===== src/hdl/rtd_pkg.sv =====
`timescale 1ns / 1ps
`default_nettype none
// ----------------------------------------------------------------------------
// Rectangle tile divider package
// Shared widths and result status codes.
// ----------------------------------------------------------------------------
package rtd_pkg;

    localparam int COUNT_BITS  = 4;
    localparam int STATUS_BITS = 2;

    typedef enum logic [STATUS_BITS-1:0] {
        STATUS_TILE       = 2'd0,
        STATUS_ZERO_COUNT = 2'd1,
        STATUS_NO_TILES   = 2'd2
    } status_t;

endpackage
`default_nettype wire


===== src/hdl/rtd_div.sv =====
`timescale 1ns / 1ps
`default_nettype none
// ----------------------------------------------------------------------------
// Rectangle tile divider: iterative restoring divider
// Divides a DIVIDEND_BITS wide value by a small count, one quotient bit a cycle.
// ----------------------------------------------------------------------------
module rtd_div
    import rtd_pkg::*;
#(
    parameter int DIVIDEND_BITS = 17
) (
    input  wire logic                     clk,
    input  wire logic                     rst_n,
    input  wire logic                     start,
    input  wire logic [DIVIDEND_BITS-1:0] dividend,
    input  wire logic [COUNT_BITS-1:0]    divisor,
    output logic                          done,
    output logic [DIVIDEND_BITS-1:0]      quotient
);

    localparam int CNT_W = $clog2(DIVIDEND_BITS + 1);

    logic [DIVIDEND_BITS-1:0] quo_reg;
    logic [COUNT_BITS-1:0]    rem_reg;
    logic [COUNT_BITS-1:0]    div_reg;
    logic [CNT_W-1:0]         cnt_reg;
    logic                     busy_reg;
    logic                     done_reg;

    logic [COUNT_BITS:0]      trial;
    logic                     fits;
    logic [COUNT_BITS:0]      diff;

    // The remainder stays below the divisor, so one extra bit covers the shifted trial.
    assign trial = {rem_reg, quo_reg[DIVIDEND_BITS-1]};
    assign fits  = trial >= {1'b0, div_reg};
    assign diff  = trial - {1'b0, div_reg};

    always_ff @(posedge clk or negedge rst_n)
    begin
        if (!rst_n)
        begin
            quo_reg  <= '0;
            rem_reg  <= '0;
            div_reg  <= '0;
            cnt_reg  <= '0;
            busy_reg <= 1'b0;
            done_reg <= 1'b0;
        end
        else
        begin
            done_reg <= 1'b0;
            if (start)
            begin
                quo_reg  <= dividend;
                rem_reg  <= '0;
                div_reg  <= divisor;
                cnt_reg  <= CNT_W'(DIVIDEND_BITS);
                busy_reg <= 1'b1;
            end
            else if (busy_reg)
            begin
                quo_reg <= {quo_reg[DIVIDEND_BITS-2:0], fits};
                rem_reg <= fits ? diff[COUNT_BITS-1:0] : trial[COUNT_BITS-1:0];
                cnt_reg <= cnt_reg - CNT_W'(1);
                if (cnt_reg == CNT_W'(1))
                begin
                    busy_reg <= 1'b0;
                    done_reg <= 1'b1;
                end
            end
        end
    end

    assign done     = done_reg;
    assign quotient = quo_reg;

endmodule
`default_nettype wire


===== src/hdl/rectangle_tile_divider.sv =====
`timescale 1ns / 1ps
`default_nettype none
// Order: a zero-count or empty-rectangle word passes through S_SINGLE to a single status word.
// Otherwise the shared divider computes the tile width and then the tile height, and then
// tiles leave one per cycle while m_tready allows, up to MAX_COLS * MAX_ROWS of them.
// The input is not ready again until the last tile has been loaded into the output register.
// Reset is asynchronous and active low; it returns the sequencer to idle and drops m_tvalid.
// ----------------------------------------------------------------------------
// Rectangle tile divider
// Splits an inclusive grid rectangle into row-major tiles of ceiling size.
// ----------------------------------------------------------------------------
module rectangle_tile_divider
    import rtd_pkg::*;
#(
    parameter int COORD_BITS = 16,
    parameter int MAX_COLS   = 8,
    parameter int MAX_ROWS   = 8
) (
    input  wire logic                                           clk,
    input  wire logic                                           rst_n,
    // s_tdata: region_min_x, region_min_y, region_max_x, region_max_y,
    //          column_count, row_count, zero padding
    input  wire logic                                           s_tvalid,
    output logic                                                s_tready,
    input  wire logic [8*((4*COORD_BITS+2*COUNT_BITS+7)/8)-1:0] s_tdata,
    // m_tdata: tile_min_x, tile_min_y, tile_max_x, tile_max_y, zero padding
    output logic                                                m_tvalid,
    input  wire logic                                           m_tready,
    output logic [8*((4*COORD_BITS+7)/8)-1:0]                   m_tdata,
    // m_tuser: status
    output logic [STATUS_BITS-1:0]                              m_tuser,
    output logic                                                m_tlast
);

    localparam int CB      = COORD_BITS;
    localparam int DW      = COORD_BITS + 1;
    localparam int SW      = COORD_BITS + 2;
    localparam int M_DATA_W = 8 * ((4 * COORD_BITS + 7) / 8);

    typedef enum logic [2:0] {
        S_IDLE,
        S_SINGLE,
        S_DIV_X,
        S_DIV_Y,
        S_EMIT
    } state_t;

    state_t                state_reg;
    logic [CB-1:0]         rx0_reg, ry0_reg, rx1_reg, ry1_reg;
    logic [CB-1:0]         x0_reg, y0_reg;
    logic [COUNT_BITS-1:0] nc_reg, nr_reg, col_reg, row_reg;
    logic [DW-1:0]         tw_reg, th_reg, divy_reg;
    status_t               pend_status_reg;
    logic                  m_tvalid_reg;
    logic [CB-1:0]         o_x0_reg, o_y0_reg, o_x1_reg, o_y1_reg;
    status_t               o_status_reg;
    logic                  o_last_reg;

    // Input unpacking
    logic [CB-1:0]         in_x0, in_y0, in_x1, in_y1;
    logic [COUNT_BITS-1:0] in_nc, in_nr, nc_sat, nr_sat;
    logic [DW-1:0]         ext_x, ext_y, divx_in, divy_in;
    logic                  accept, zero_count, empty_rect;

    assign in_x0 = s_tdata[0*CB +: CB];
    assign in_y0 = s_tdata[1*CB +: CB];
    assign in_x1 = s_tdata[2*CB +: CB];
    assign in_y1 = s_tdata[3*CB +: CB];
    assign in_nc = s_tdata[4*CB +: COUNT_BITS];
    assign in_nr = s_tdata[4*CB+COUNT_BITS +: COUNT_BITS];

    assign nc_sat = (in_nc > COUNT_BITS'(MAX_COLS)) ? COUNT_BITS'(MAX_COLS) : in_nc;
    assign nr_sat = (in_nr > COUNT_BITS'(MAX_ROWS)) ? COUNT_BITS'(MAX_ROWS) : in_nr;

    assign ext_x = (in_x1 >= in_x0) ? ({1'b0, in_x1} - {1'b0, in_x0} + DW'(1)) : '0;
    assign ext_y = (in_y1 >= in_y0) ? ({1'b0, in_y1} - {1'b0, in_y0} + DW'(1)) : '0;

    // Ceiling division as floor((extent + count - 1) / count).
    assign divx_in = ext_x + DW'(nc_sat) - DW'(1);
    assign divy_in = ext_y + DW'(nr_sat) - DW'(1);

    assign s_tready   = (state_reg == S_IDLE);
    assign accept     = s_tvalid && s_tready;
    assign zero_count = (in_nc == '0) || (in_nr == '0);
    assign empty_rect = (ext_x == '0) || (ext_y == '0);

    // Shared divider, first for the tile width, then for the tile height
    logic          div_start, div_done;
    logic [DW-1:0] div_dividend, div_quotient;
    logic [COUNT_BITS-1:0] div_divisor;

    assign div_start    = (accept && !zero_count && !empty_rect)
                          || (state_reg == S_DIV_X && div_done);
    assign div_dividend = (state_reg == S_IDLE) ? divx_in : divy_reg;
    assign div_divisor  = (state_reg == S_IDLE) ? nc_sat : nr_reg;

    rtd_div #(
        .DIVIDEND_BITS (DW)
    ) u_div (
        .clk      (clk),
        .rst_n    (rst_n),
        .start    (div_start),
        .dividend (div_dividend),
        .divisor  (div_divisor),
        .done     (div_done),
        .quotient (div_quotient)
    );

    // Tile walk. Surviving columns and rows form a prefix, so the walk stops at the
    // first one whose minimum lies past the rectangle's maximum.
    logic [SW-1:0]         x1_sum, y1_sum, nx_sum, ny_sum;
    logic [CB-1:0]         x1_clip, y1_clip;
    logic [COUNT_BITS-1:0] col_inc, row_inc;
    logic                  next_col, next_row, out_free;

    assign x1_sum  = {2'b0, x0_reg} + {1'b0, tw_reg} - SW'(1);
    assign y1_sum  = {2'b0, y0_reg} + {1'b0, th_reg} - SW'(1);
    assign x1_clip = (x1_sum > {2'b0, rx1_reg}) ? rx1_reg : x1_sum[CB-1:0];
    assign y1_clip = (y1_sum > {2'b0, ry1_reg}) ? ry1_reg : y1_sum[CB-1:0];
    assign nx_sum  = {2'b0, x0_reg} + {1'b0, tw_reg};
    assign ny_sum  = {2'b0, y0_reg} + {1'b0, th_reg};
    assign col_inc = col_reg + COUNT_BITS'(1);
    assign row_inc = row_reg + COUNT_BITS'(1);
    assign next_col = (col_inc < nc_reg) && (nx_sum <= {2'b0, rx1_reg});
    assign next_row = (row_inc < nr_reg) && (ny_sum <= {2'b0, ry1_reg});
    assign out_free = !m_tvalid_reg || m_tready;

    always_ff @(posedge clk or negedge rst_n)
    begin
        if (!rst_n)
        begin
            state_reg       <= S_IDLE;
            rx0_reg         <= '0;
            ry0_reg         <= '0;
            rx1_reg         <= '0;
            ry1_reg         <= '0;
            x0_reg          <= '0;
            y0_reg          <= '0;
            nc_reg          <= '0;
            nr_reg          <= '0;
            col_reg         <= '0;
            row_reg         <= '0;
            tw_reg          <= '0;
            th_reg          <= '0;
            divy_reg        <= '0;
            pend_status_reg <= STATUS_TILE;
            m_tvalid_reg    <= 1'b0;
            o_x0_reg        <= '0;
            o_y0_reg        <= '0;
            o_x1_reg        <= '0;
            o_y1_reg        <= '0;
            o_status_reg    <= STATUS_TILE;
            o_last_reg      <= 1'b0;
        end
        else
        begin
            if (m_tready)
            begin
                m_tvalid_reg <= 1'b0;
            end

            unique case (state_reg)
                S_IDLE:
                begin
                    if (accept)
                    begin
                        rx0_reg  <= in_x0;
                        ry0_reg  <= in_y0;
                        rx1_reg  <= in_x1;
                        ry1_reg  <= in_y1;
                        nc_reg   <= nc_sat;
                        nr_reg   <= nr_sat;
                        divy_reg <= divy_in;
                        priority if (zero_count)
                        begin
                            pend_status_reg <= STATUS_ZERO_COUNT;
                            state_reg       <= S_SINGLE;
                        end
                        else if (empty_rect)
                        begin
                            pend_status_reg <= STATUS_NO_TILES;
                            state_reg       <= S_SINGLE;
                        end
                        else
                        begin
                            state_reg <= S_DIV_X;
                        end
                    end
                end
                S_SINGLE:
                begin
                    if (out_free)
                    begin
                        m_tvalid_reg <= 1'b1;
                        o_x0_reg     <= '0;
                        o_y0_reg     <= '0;
                        o_x1_reg     <= '0;
                        o_y1_reg     <= '0;
                        o_status_reg <= pend_status_reg;
                        o_last_reg   <= 1'b1;
                        state_reg    <= S_IDLE;
                    end
                end
                S_DIV_X:
                begin
                    if (div_done)
                    begin
                        tw_reg    <= div_quotient;
                        state_reg <= S_DIV_Y;
                    end
                end
                S_DIV_Y:
                begin
                    if (div_done)
                    begin
                        th_reg    <= div_quotient;
                        x0_reg    <= rx0_reg;
                        y0_reg    <= ry0_reg;
                        col_reg   <= '0;
                        row_reg   <= '0;
                        state_reg <= S_EMIT;
                    end
                end
                S_EMIT:
                begin
                    if (out_free)
                    begin
                        m_tvalid_reg <= 1'b1;
                        o_x0_reg     <= x0_reg;
                        o_y0_reg     <= y0_reg;
                        o_x1_reg     <= x1_clip;
                        o_y1_reg     <= y1_clip;
                        o_status_reg <= STATUS_TILE;
                        o_last_reg   <= !next_col && !next_row;
                        priority if (next_col)
                        begin
                            col_reg <= col_inc;
                            x0_reg  <= nx_sum[CB-1:0];
                        end
                        else if (next_row)
                        begin
                            col_reg <= '0;
                            x0_reg  <= rx0_reg;
                            row_reg <= row_inc;
                            y0_reg  <= ny_sum[CB-1:0];
                        end
                        else
                        begin
                            state_reg <= S_IDLE;
                        end
                    end
                end
                default:
                begin
                    state_reg <= S_IDLE;
                end
            endcase
        end
    end

    assign m_tvalid = m_tvalid_reg;
    assign m_tdata  = M_DATA_W'({o_y1_reg, o_x1_reg, o_y0_reg, o_x0_reg});
    assign m_tuser  = o_status_reg;
    assign m_tlast  = o_last_reg;

    // The divider only finishes while the sequencer waits for it.
    assert property (@(posedge clk) disable iff (!rst_n)
        (state_reg == S_IDLE || state_reg == S_EMIT || state_reg == S_SINGLE) |-> !div_done)
        else $error("divider finished outside a division state");

    // A non-empty rectangle always gives tiles at least one unit wide and high.
    assert property (@(posedge clk) disable iff (!rst_n)
        (state_reg == S_EMIT) |-> (tw_reg != '0 && th_reg != '0))
        else $error("zero tile size while emitting");

    // Emitted tiles are never inverted.
    assert property (@(posedge clk) disable iff (!rst_n)
        (m_tvalid_reg && o_status_reg == STATUS_TILE)
            |-> (o_x0_reg <= o_x1_reg && o_y0_reg <= o_y1_reg))
        else $error("tile minimum past its maximum");

    // Error and empty results stand alone and close their input word.
    assert property (@(posedge clk) disable iff (!rst_n)
        (m_tvalid_reg && o_status_reg != STATUS_TILE) |-> o_last_reg)
        else $error("status result without last");

endmodule
`default_nettype wire


===== config.mk =====
export PLATFORM = sky130hd
export DESIGN_NAME = rectangle_tile_divider
export DESIGN_NICKNAME = d
export VERILOG_FILES = /design/src/hdl/rtd_pkg.sv /design/src/hdl/rtd_div.sv /design/src/hdl/rectangle_tile_divider.sv
export SDC_FILE = /design/constraint.sdc
export NUM_CORES = 1
export LEC_CHECK = 0
export BUFFER_PORTS_ARGS = -buffer_cell sky130_fd_sc_hd__buf_2
export CAP_MARGIN = 25
export CORE_MARGIN = 2
export CORE_UTILIZATION = 50
export CTS_CLUSTER_SIZE = 10
export DETAILED_ROUTE_END_ITERATION = 16
export PLACE_DENSITY = 0.68
export SLEW_MARGIN = 20
export SYNTH_ARGS = -nofsm -noshare
export SYNTH_HDL_FRONTEND = slang
export SYNTH_HIERARCHICAL = 1
export SYNTH_SLANG_ARGS = --single-unit

===== constraint.sdc =====
create_clock -name clk -period 8 [get_ports clk]
set_input_delay 1.6 -clock clk [delete_from_list [all_inputs] [get_ports clk]]
set_output_delay 1.6 -clock clk [all_outputs]
set_load 0.05 [all_outputs]

### Yosys cells after proc, flatten, opt, wreduce, memory -nomap -nowiden

Index checks and enable logic that the tools add are counted.

| operators by class | value |
|---|---|
| add/sub/neg operators | 16 |
| order comparisons | 11 |
| eq/ne operators | 14 |
| multiplexer cells | 70 |
| reduce and logical (&&, ||, !) cells | 34 |

Operator list:

| kind | number |
|---|---|
| $mux 16 | 15 |
| $pmux 16 s2 | 6 |
| $mux 17 | 5 |
| $mux 4 | 13 |
| $add 16x17->18 | 2 |
| $gt 18x16->1 | 2 |
| $le 18x16->1 | 2 |
| $sub 18x1->18 const B | 2 |
| $add 17x1->17 const B | 2 |
| $add 17x4->17 | 2 |
| $logic_not 17->1 | 2 |
| $sub 16x16->17 | 2 |
| $sub 17x1->17 const B | 2 |
| $ge 16x16->1 | 2 |
| $mux 3 | 7 |
| $pmux 4 s2 | 2 |
| $pmux 3 s5 | 1 |
| $mux 2 | 6 |
| $mux 1 | 11 |
| $mux 5 | 2 |
| $ne 2x2->1 const B | 5 |
| $add 4x1->4 const B | 2 |
| $gt 4x4->1 const B | 2 |
| $logic_not 4->1 | 2 |
| 23 further kinds | 46 |

| storage, ports and cells | value |
|---|---|
| register bits | 268 |
| input port bits | 76 |
| output and inout port bits | 69 |
| logic and storage cells | 173 |

### Depth between registers and ports, before layout

Gate-level depths: netlist (run 1).

| logic depth | value |
|---|---|
| depth in word-level cells | 9 |
| gate-level depth with buffers | 29 |
| gate-level depth less buffers | 28 |

### Hierarchy

Netlist (run 1), hierarchy kept.

By module, submodules not included:

| module | times used | cells an instance | area an instance (µm²) | sequential area each (µm²) |
|---|---|---|---|---|
| rectangle_tile_divider | 1 | 2000 | 17875.9 | 5905.7 |
| rtd_div | 1 | 163 | 1680.4 | 800.8 |

### Worst setup path after synthesis (run 1)

OpenSTA, ideal clock, no wires.

| path | value |
|---|---|
| kind | input port to flip-flop |
| start | input s_tdata[1] |
| end | register u_div.quo_reg[16], in the netlist u_div/quotient[16] |
| setup time | 0.133 ns |
| arrival time | 5.663 ns |
| data required time | 7.867 ns |
| path slack | 2.204 ns |
| stages | 25 |
| path buffers | 0 |
| cell sequence | inv_1 ha_1 inv_1 ha_1 fa_1 nor2b_1 o21ai_0 a21oi_1 o41ai_1 inv_1 a21oi_1 xnor2_1 or2_2 ha_1 nor3b_1 a31oi_1 a221oi_1 a21oi_1 nor2_1 nor2_1 o21ai_0 xor2_1 o21ai_1 nand2_1 o21ai_0 |

| between the ends | value |
|---|---|
| elaborated cells between the ends (all ways) | 14 |
| those cells by class | 4 x add/sub; 1 x order compare; 3 x mux; 6 x reduce/logical |

RTL lines:

| item | RTL line | RTL |
|---|---|---|
| start: declaration | rectangle_tile_divider.sv:25 | `input wire logic [8*((4*COORD_BITS+2*COUNT_BITS+7)/8)-1:0] s_tdata,` |
| $sub 16x16->17 | rectangle_tile_divider.sv:75 | `assign ext_x = (in_x1 >= in_x0) ? ({1'b0, in_x1} - {1'b0, in_x0} + DW'(1)) : '0;` |
| $add 17x1->17 | rectangle_tile_divider.sv:75 |  |
| $mux 17 * | rectangle_tile_divider.sv:75 |  |
| $add 17x4->17 * | rectangle_tile_divider.sv:79 | `assign divx_in = ext_x + DW'(nc_sat) - DW'(1);` |
| $sub 17x1->17 * | rectangle_tile_divider.sv:79 |  |
| $mux 17 * | rectangle_tile_divider.sv:94 | `assign div_dividend = (state_reg == S_IDLE) ? divx_in : divy_reg;` |
| net div_dividend[16] | rectangle_tile_divider.sv:89 | `logic [DW-1:0] div_dividend, div_quotient;` |
| $mux 17 * | rtd_div.sv:53 | `if (start)` |
| end signal: assignment | rtd_div.sv:55 | `quo_reg <= dividend;` |
| end signal: assignment | rtd_div.sv:63 | `quo_reg <= {quo_reg[DIVIDEND_BITS-2:0], fits};` |
| end: declaration | rtd_div.sv:23 | `logic [DIVIDEND_BITS-1:0] quo_reg;` |

The timed path passes the listed nets; every way through them passes the cells marked *.
A chain may end at the register's enable or synchronous reset.

### Worst setup path after layout (run 1)

| path | value |
|---|---|
| start | input s_tdata[1] |
| end | register u_div.quo_reg[4], in the netlist u_div/quotient[4] |

| between the ends | value |
|---|---|
| cells in the longest elaborated chain, start to end | 9 |
| elaborated cells between the ends (all ways) | 14 |
| those cells by class | 4 x add/sub; 1 x order compare; 3 x mux; 6 x reduce/logical |

RTL lines:

| item | RTL line | RTL |
|---|---|---|
| $sub 16x16->17 | rectangle_tile_divider.sv:75 |  |
| $add 17x1->17 | rectangle_tile_divider.sv:75 |  |
| $mux 17 * | rectangle_tile_divider.sv:75 |  |
| $logic_not 17->1 * | rectangle_tile_divider.sv:85 | `assign empty_rect = (ext_x == '0) \|\| (ext_y == '0);` |
| $logic_or 1x1->1 * | rectangle_tile_divider.sv:85 |  |
| $logic_not 1->1 * | rectangle_tile_divider.sv:92 | `assign div_start = (accept && !zero_count && !empty_rect)` |
| $logic_and 1x1->1 * | rectangle_tile_divider.sv:92 |  |
| $logic_or 1x1->1 * | rectangle_tile_divider.sv:93 | `\|\| (state_reg == S_DIV_X && div_done);` |
| net div_start | rectangle_tile_divider.sv:88 | `logic div_start, div_done;` |
| $mux 17 or $reduce_bool 2->1 (tied branches) | - |  |

Marks and branches as above.

==> results of run 1 <==
## per-layer routing
| metal | vias to the layer above | global-route usage |
|---|---|---|
| li1 | 7790 | - |
| met1 | 7594 | 0.3948 |
| met2 | 378 | 0.3967 |
| met3 | 74 | 0.04257 |
| met4 | 0 | 0.06959 |
| met5 | - | 0 |
## synth_stat cells (all sizes together) (4+ instances only)
master	number	area (um^2)
or4	4	33.78
a22o	33	289.0
o211ai	4	30.03
and3	5	36.28
nor3b	11	82.58
mux2	53	596.8
a31oi	12	90.09
clkbuf	67	281.5
nand4	17	106.4
dfrtp	268	6706
buf	7	63.81
a221oi	8	76.32
nor2	100	375.4
inv	203	762.0
xor2	42	367.9
a22oi	4	35.03
mux2i	61	610.6
o31ai	9	67.56
o21a	19	150.1
o311ai	18	157.7
and2	6	37.54
nand3	32	165.2
nor4	7	56.30
a21o	38	286.5
nand2b	17	106.4
nor2b	21	138.9
a21oi	91	466.7
a2111oi	6	90.08
xnor2	71	629.4
o21ai	227	1136
a211oi	11	87.58
o21bai	16	120.1
nor3	33	165.2
or3	12	75.07
a211o	8	70.07
nor4b	4	35.03
or2	19	118.9
fa	21	420.4
nand2	302	1134
ha	229	2865
## worst paths after layout
path	startpoint	to	slack (ps)	cells after the start
max	s_tdata[1]	u_div/quotient[4]	1740	23
min	o_x0_reg[1]	o_x0_reg[1]	480	2
max reg2reg	th_reg[0]	o_y1_reg[0]	1920	22
min reg2reg	o_x0_reg[1]	o_x0_reg[1]	480	2
max in group asynchronous	rst_n	o_y0_reg[1]	5510	2
min in group asynchronous	rst_n	ry1_reg[5]	1110	1
## logic make-up (layout without fill, tap and decap cells)
group / after synthesis / in the layout / share of synthesized area
AND/OR/NAND/NOR: 603 / 603 / 0.1422
flip-flops: 268 / 268 / 0.3429
other: 0 / 1 / 0
multiplexers: 114 / 114 / 0.06174
AO/OA/AOI/OAI: 537 / 537 / 0.1764
adder cells (fa/ha/maj): 250 / 250 / 0.1680
XOR/XNOR: 114 / 114 / 0.05214
buffers and inverters: 277 / 406 / 0.05662
## worst min-delay path: cells and delay by family, from the launching register on
kind	cells	cell delay (ps)
simple gates	1	40
compound gates	1	60
flops	1	330
## per-stage QoR
step | cell area [um^2] | cells | setup slack, ps | utilization | power (mW)
after floorplan | 19560 | 2163 | 2204 | - | 7.252
final | 21750 | 2811 | 1737 | 0.5629 | 10.40
after global routing | 21750 | 2811 | 1133 | 0.5629 | 11.29
after CTS | 21730 | 2809 | 1807 | 0.5623 | 10.36
after global placement | 20710 | 2761 | 1326 | 0.5360 | 8.727
after detailed placement | 20740 | 2763 | 1244 | 0.5367 | 8.893
## final cells by class
type                    count  area, um^2
inverters                 203       762.0
well taps                 518       648.1
clock buffers              42       942.2
diodes                      1       2.502
multi-input cells        1618       11780
repair buffers            157       864.6
flip-flops and latches    268        6706
fillers                  3527       16890
clock inverters             4       48.80
## power groups by stage
| stage | Combinational, mW | Sequential [mW] | Clock [mW] |
|---|---|---|---|
| 2_1_floorplan | 4.61 | 2.64 | 0 |
| 3_3_place_gp | 6.27 | 2.46 | 0 |
| 3_5_place_dp | 6.42 | 2.48 | 0 |
| 4_1_cts | 6.47 | 2.46 | 1.43 |
| 5_1_grt | 7.27 | 2.53 | 1.48 |
| 6_report | 6.53 | 2.47 | 1.40 |
## placed cells by master (no fill, tap or decap), types with 5 or more instances in the layout
cell type and count:
sky130_fd_sc_hd__a31oi_1 11, sky130_fd_sc_hd__o21a_1 18, sky130_fd_sc_hd__nand3_1 31, sky130_fd_sc_hd__mux2i_1 61, sky130_fd_sc_hd__xnor2_1 70, sky130_fd_sc_hd__buf_4 9, sky130_fd_sc_hd__inv_1 202, sky130_fd_sc_hd__a221oi_1 7
sky130_fd_sc_hd__o31ai_1 8, sky130_fd_sc_hd__nor2b_1 20, sky130_fd_sc_hd__nor4_1 5, sky130_fd_sc_hd__buf_2 143, sky130_fd_sc_hd__nor3_1 33, sky130_fd_sc_hd__mux2_2 52, sky130_fd_sc_hd__xor2_1 42, sky130_fd_sc_hd__fa_1 21
sky130_fd_sc_hd__o21bai_1 16, sky130_fd_sc_hd__dfrtp_1 268, sky130_fd_sc_hd__ha_1 229, sky130_fd_sc_hd__a22o_1 33, sky130_fd_sc_hd__nand4_1 17, sky130_fd_sc_hd__nand2b_1 17, sky130_fd_sc_hd__and2_1 6, sky130_fd_sc_hd__nor3b_1 11
sky130_fd_sc_hd__a21oi_1 89, sky130_fd_sc_hd__clkbuf_16 35, sky130_fd_sc_hd__nand2_1 301, sky130_fd_sc_hd__or2_2 15, sky130_fd_sc_hd__or3_1 11, sky130_fd_sc_hd__o21ai_1 31, sky130_fd_sc_hd__o311ai_1 15, sky130_fd_sc_hd__a21o_1 37
sky130_fd_sc_hd__a211o_1 8, sky130_fd_sc_hd__nor2_1 99, sky130_fd_sc_hd__a211oi_1 10, sky130_fd_sc_hd__o21ai_0 195
==> impl_metrics.env, run 1 <==
export IMPL_max_slew_vio_count=0
export IMPL_yosysSeqAreaShare=0.3429
export IMPL_rsz_0062_raised_after_global_routing="false"
export IMPL_power_switching_share=0.4945
export IMPL_dp_final_hpwl_um=41450
export IMPL_total_leakage_power_nw=10.90
export IMPL_final_hold_viol_count=0
export IMPL_vias_in_the_first_global_route=15610
export IMPL_net_count_reported_at_finish=2608
export IMPL_drc=0
export IMPL_netlist_cell_types=91
export IMPL_synthesis_area_um2=19560
export IMPL_criticalPathCategory="input pin to flop"
export IMPL_finalSetupTns_ps=0
export IMPL_setup_worst_path_start_class="input pin"
export IMPL_grt_use_total=0.2639
export IMPL_route_detailed_vias_per_inst=5.634
export IMPL_grt_antenna_before_repair=2
export IMPL_post_route_min_period_ps=6263
export IMPL_crit_path_top_delay_cell="sky130_fd_sc_hd__a41o_1"
export IMPL_io_pins=145
export IMPL_async_flop_share=1.000
export IMPL_h_tree_depth=2
export IMPL_drtIter0Drc=993
export IMPL_outcome="finished, final reports clean"
export IMPL_met3WireLength_um=3192
export IMPL_tritoncts_num_sinks=268
export IMPL_syn_num_nets=2489
export IMPL_critPathMaxStageDelay_ps=860
export IMPL_detail_route_first_pass_iterations=5
export IMPL_num_vias=15840
export IMPL_cts_reportedPaths_clkPinSlew_ps=50
export IMPL_timing_hold_worst_class="flop to flop"
export IMPL_synth_seq_cells=268
export IMPL_fin_crit_sh=0.7829
export IMPL_relative_contribution_of_combinational_cells_to_total_power=0.628
export IMPL_detail_route_antenna_nets=0
export IMPL_routed_wirelength_um=52740
export IMPL_layout_drive_gt1_share=0.1278
export IMPL_syn2layout_area_growth_pct=11.24
export IMPL_power_report_internal_total_mw=5.259
export IMPL_clock_tree_buffer_depth=3
export IMPL_postCtsSetupRepairBufs=0
export IMPL_cts_resized=0
export IMPL_timing_critical_path_fanout_max=31
export IMPL_critPathBufInv=4
export IMPL_place_congestion=0.9419
export IMPL_maxCapViolCount=0
export IMPL_powerDensity_nw_per_um2=478.2
export IMPL_post_synth_cell_area_avg_um2=9.041
export IMPL_met2_length_um=22830
export IMPL_m1WireLength_um=25440
export IMPL_hold_ws_ps=477.9
export IMPL_grt_start_max_net_pins=148
export IMPL_detail_route_wl_per_cell_um=18.76
export IMPL_initial_core_util=0.5060
export IMPL_critPathCaptureType="flop"
export IMPL_synth_ff_type="sky130_fd_sc_hd__dfrtp_1"
export IMPL_port_buffers=144
export IMPL_numCtsBuffers=34
export IMPL_synth_cells=2163
export IMPL_switchingPower_mw=5.145
export IMPL_maxUsedRoutingLayer="met4"
export IMPL_final_clock_skew_ps=14.88
export IMPL_cell_class_contributing_the_biggest_share_of_worst_path_delay="compound AO/OA/AOI/OAI gates"
export IMPL_dieArea_um2=40710
export IMPL_crit_path_cell_trace="buf_2 -> inv_1 -> ha_1 -> inv_1 -> ha_1 -> fa_1 -> nor2b_1 -> o21ai_0 -> a21oi_1 -> o41ai_1 -> o311ai_0 -> a31oi_1 -> o21bai_1 -> xor2_1 -> nand2_1 -> ha_1 -> nand2_1 -> nor2_1 -> a2bb2oi_1 -> a41o_1 -> buf_4 -> nand2_1 -> o21ai_0"
export IMPL_globalRoute_totalOverflow=0
export IMPL_timing_final_setup_violations=0
export IMPL_fp_coreArea_um2=38650
export IMPL_synth_enable_flop_cells=0
export IMPL_ir_drop_uv=283.7
export IMPL_ys_warn_count=6
export IMPL_grt_pass1_wl_um=85450
export IMPL_max_freq_ghz=0.1597
export IMPL_die_height_um=201.8
export IMPL_cp_data_required_time_ps=8420
export IMPL_cts_hold_fix_buffers=0
export IMPL_floorplan_die_width_um=201.8
export IMPL_seqPwrFrac=0.237
export IMPL_worst_skew_pair_late_latency_ps=530
export IMPL_cts_tree="built"
export IMPL_timing_max_slew_rel_slack=0.3433
export IMPL_worst_slew_pin_slew_ps=985.1
export IMPL_clkPwrFrac=0.135
export IMPL_rows=72
export IMPL_clock_tree_root_cell="sky130_fd_sc_hd__clkbuf_16"
export IMPL_worst_endpoint_arrival_ps=6690
No activity file was read; power rests on OpenSTA's default activity.
==> run 2: changes to the inputs <==
--- a/config.mk
+++ b/config.mk
@@ -11,7 +11,7 @@
 export CORE_UTILIZATION = 50
 export CTS_CLUSTER_SIZE = 10
 export DETAILED_ROUTE_END_ITERATION = 16
-export PLACE_DENSITY = 0.68
+export PLACE_DENSITY = 0.71
 export SLEW_MARGIN = 20
 export SYNTH_ARGS = -nofsm -noshare
 export SYNTH_HDL_FRONTEND = slang
==> constraint.sdc (replaced) <==
create_clock -name clk -period 5.72 [get_ports clk]
set_input_delay 1.144 -clock clk [delete_from_list [all_inputs] [get_ports clk]]
set_output_delay 1.144 -clock clk [all_outputs]
set_load 0.05 [all_outputs]
==> run 2 against run 1 <==
Compared with the run above: die area is the same; combinational power grew 47%; worst setup slack got worse by 1400 ps; wire length grew 0.87%; utilization is 0.97 points higher; register-to-register slack got worse by 1600 ps; largest power group unchanged.
==> impl_metrics.env, run 2 (synthesis results as in run 1) <==
export IMPL_outcome="finished, final reports clean"
export IMPL_worst_skew_pair_late_latency_ps=560
export IMPL_met2_length_um=22910
export IMPL_setup_worst_path_start_class="flop"
export IMPL_cp_data_required_time_ps=6130
export IMPL_route_detailed_vias_per_inst=5.663
export IMPL_place_worst_setup_slack_ps=-18.82
export IMPL_globalRoute_totalOverflow=0
export IMPL_syn2layout_area_growth_pct=13.15
export IMPL_timing_max_slew_rel_slack=0.3989
export IMPL_place_congestion=0.9667
export IMPL_num_vias=16130
export IMPL_worst_endpoint_arrival_ps=5760
export IMPL_maxUsedRoutingLayer="met4"
export IMPL_power_switching_share=0.4846
export IMPL_grt_start_max_net_pins=113
export IMPL_initial_core_util=0.5060
export IMPL_drtIter0Drc=1135
export IMPL_hold_path_startpoint="divy_reg[9]"
export IMPL_r2r_start="th_reg[4]"
export IMPL_rows=72
export IMPL_final_hold_viol_count=0
export IMPL_maxCapViolCount=0
export IMPL_die_height_um=201.8
export IMPL_clock_tree_root_cell="sky130_fd_sc_hd__clkbuf_16"
export IMPL_max_freq_ghz=0.1866
export IMPL_clock_tree_buffer_depth=3
export IMPL_grt_use_total=0.2641
export IMPL_power_report_internal_total_mw=7.780
export IMPL_criticalPathCategory="flop to flop"
export IMPL_m1WireLength_um=24980
export IMPL_ir_drop_uv=562.9
export IMPL_detail_route_wl_per_cell_um=18.67
export IMPL_h_tree_depth=2
export IMPL_total_leakage_power_nw=11.11
export IMPL_net_count_reported_at_finish=2644
export IMPL_number_of_inserted_diodes=0
export IMPL_grt_pass1_wl_um=85260
export IMPL_tritoncts_num_sinks=268
export IMPL_timing_critical_path_fanout_max=30
export IMPL_detail_route_first_pass_iterations=5
export IMPL_fin_crit_sh=0.9368
export IMPL_max_slew_vio_count=0
export IMPL_routed_wirelength_um=53190
export IMPL_worst_slew_pin_slew_ps=901.7
export IMPL_fin_area_um2=22130
export IMPL_met3WireLength_um=3423
export IMPL_most_common_library_cell_in_the_layout_ignoring_fill_and_taps="sky130_fd_sc_hd__nand2_1"
export IMPL_vias_in_the_first_global_route=15950
export IMPL_placed_cell_area_um2=21040
export IMPL_clkPwrFrac=0.133
export IMPL_port_buffers=144
export IMPL_cts_hold_fix_buffers=0
export IMPL_post_route_min_period_ps=5358
export IMPL_fp_coreArea_um2=38650
export IMPL_switchingPower_mw=7.316
export IMPL_num_fill_cells=3365
export IMPL_layout_drive_gt1_share=0.1424
export IMPL_finalSetupTns_ps=0
export IMPL_timing_final_setup_violations=0
export IMPL_cts_tree="built"
export IMPL_seqPwrFrac=0.232
export IMPL_cts_reportedPaths_clkPinSlew_ps=60
export IMPL_dieArea_um2=40710
export IMPL_critPathCaptureType="flop"
export IMPL_worstSetupStartpoint="th_reg[4]"
export IMPL_grt_antenna_before_repair=0
export IMPL_most_used_cells_in_the_layout_excluding_fill_and_tap_cells="sky130_fd_sc_hd__nand2_1, sky130_fd_sc_hd__dfrtp_1, sky130_fd_sc_hd__ha_1"
export IMPL_final_clock_skew_ps=28.54
export IMPL_powerDensity_nw_per_um2=682.2
export IMPL_detail_route_antenna_nets=0
export IMPL_rsz_0062_raised_after_global_routing="true"
export IMPL_numCtsBuffers=34
export IMPL_drc=0
export IMPL_floorplan_die_width_um=201.8
export IMPL_dp_final_hpwl_um=41950
export IMPL_final_critical_path_setup_slack_ps=361.7
export IMPL_io_pins=145
export IMPL_relative_contribution_of_combinational_cells_to_total_power=0.635
export IMPL_timing_hold_worst_class="flop to flop"
run 2: cell types whose count changed in the layout (fill, tap and decap cells not counted), sizes merged:
cell    delta
buf       +36
clkinv     -1
clkbuf     +3
bufinv     +1
diode      -1
run 2: through the flow:
step	utilization	total power, mW	std cells	hold slack (ps)
2_1_floorplan	-	10.14	2163	444.6
5_1_grt	0.5726	16.35	2849	503.4
3_3_place_gp	0.5443	12.52	2797	457.9
3_5_place_dp	0.5443	12.80	2797	470.0
4_1_cts	0.5705	14.88	2846	482.1
6_report	0.5726	15.10	2849	475.7
run 2: final timing paths:
| path | to | cells past startpoint | slack (ps) |
|---|---|---|---|
| worst max register to register | o_y1_reg[0] | 23 | 360 |
| worst min-delay path | divy_reg[9] | 2 | 480 |
| worst max-delay path | o_y1_reg[0] | 23 | 360 |
| min in group asynchronous | ry1_reg[5] | 1 | 560 |
| max in group asynchronous | o_y0_reg[9] | 2 | 3920 |
| worst min register to register | divy_reg[9] | 2 | 480 |
run 2: worst max-delay path, cell delays in order, from the launching register on:
cell and delay (ps):
sky130_fd_sc_hd__dfrtp_1 420, sky130_fd_sc_hd__ha_1 370, sky130_fd_sc_hd__a21o_1 250, sky130_fd_sc_hd__o21bai_1 220
sky130_fd_sc_hd__o31a_1 330, sky130_fd_sc_hd__o311ai_1 310, sky130_fd_sc_hd__buf_4 190, sky130_fd_sc_hd__inv_2 40
sky130_fd_sc_hd__or3_1 330, sky130_fd_sc_hd__nor2_1 130, sky130_fd_sc_hd__xor2_1 240, sky130_fd_sc_hd__ha_1 280
sky130_fd_sc_hd__a21o_1 180, sky130_fd_sc_hd__a21o_1 170, sky130_fd_sc_hd__a21o_1 170, sky130_fd_sc_hd__a21o_1 180
sky130_fd_sc_hd__a221oi_1 290, sky130_fd_sc_hd__a41oi_1 160, sky130_fd_sc_hd__nor4b_2 270, sky130_fd_sc_hd__a21oi_1 110
sky130_fd_sc_hd__o21ai_2 90, sky130_fd_sc_hd__buf_12 200, sky130_fd_sc_hd__mux2i_1 200, sky130_fd_sc_hd__o21ai_1 70
run 2: final cells by class:
type | count | area, um^2 | share of cell area
clock buffers | 45 | 943.4 | 0.04263
clock inverters | 4 | 70.07 | 0.003166
inverters | 203 | 762.0 | 0.03443
multi-input cells | 1618 | 11810 | 0.5335
flip-flops and latches | 268 | 6706 | 0.3031
well taps | 518 | 648.1 | 0.02929
repair buffers | 193 | 1194 | 0.05394
run 2: repair_timing:
| action | in CTS | in global routing |
|---|---|---|
| hold endpoints to repair | 0 | 0 |
| setup endpoints to repair | 0 | 47 |
| buffers inserted | 0 | 2 |
| resized for setup | 0 | 5 |
run 2: per-layer routing:
| layer | vias up | global-route usage |
|---|---|---|
| met1 | 7737 | 0.3776 |
| met4 | 0 | 0.1048 |
| li1 | 7849 | - |
| met5 | - | 0 |
| met3 | 104 | 0.04821 |
| met2 | 443 | 0.3968 |
run 2: power by group through the flow:
stage                     clock network [mW]  registers, mW  logic [mW]
after detailed placement                   0           3.50        9.30
after CTS                               2.05           3.47        9.36
after floorplan                            0           3.69        6.45
after global placement                     0           3.47        9.05
after global routing                    2.13           3.58        10.6
final                                   2.01           3.50        9.58
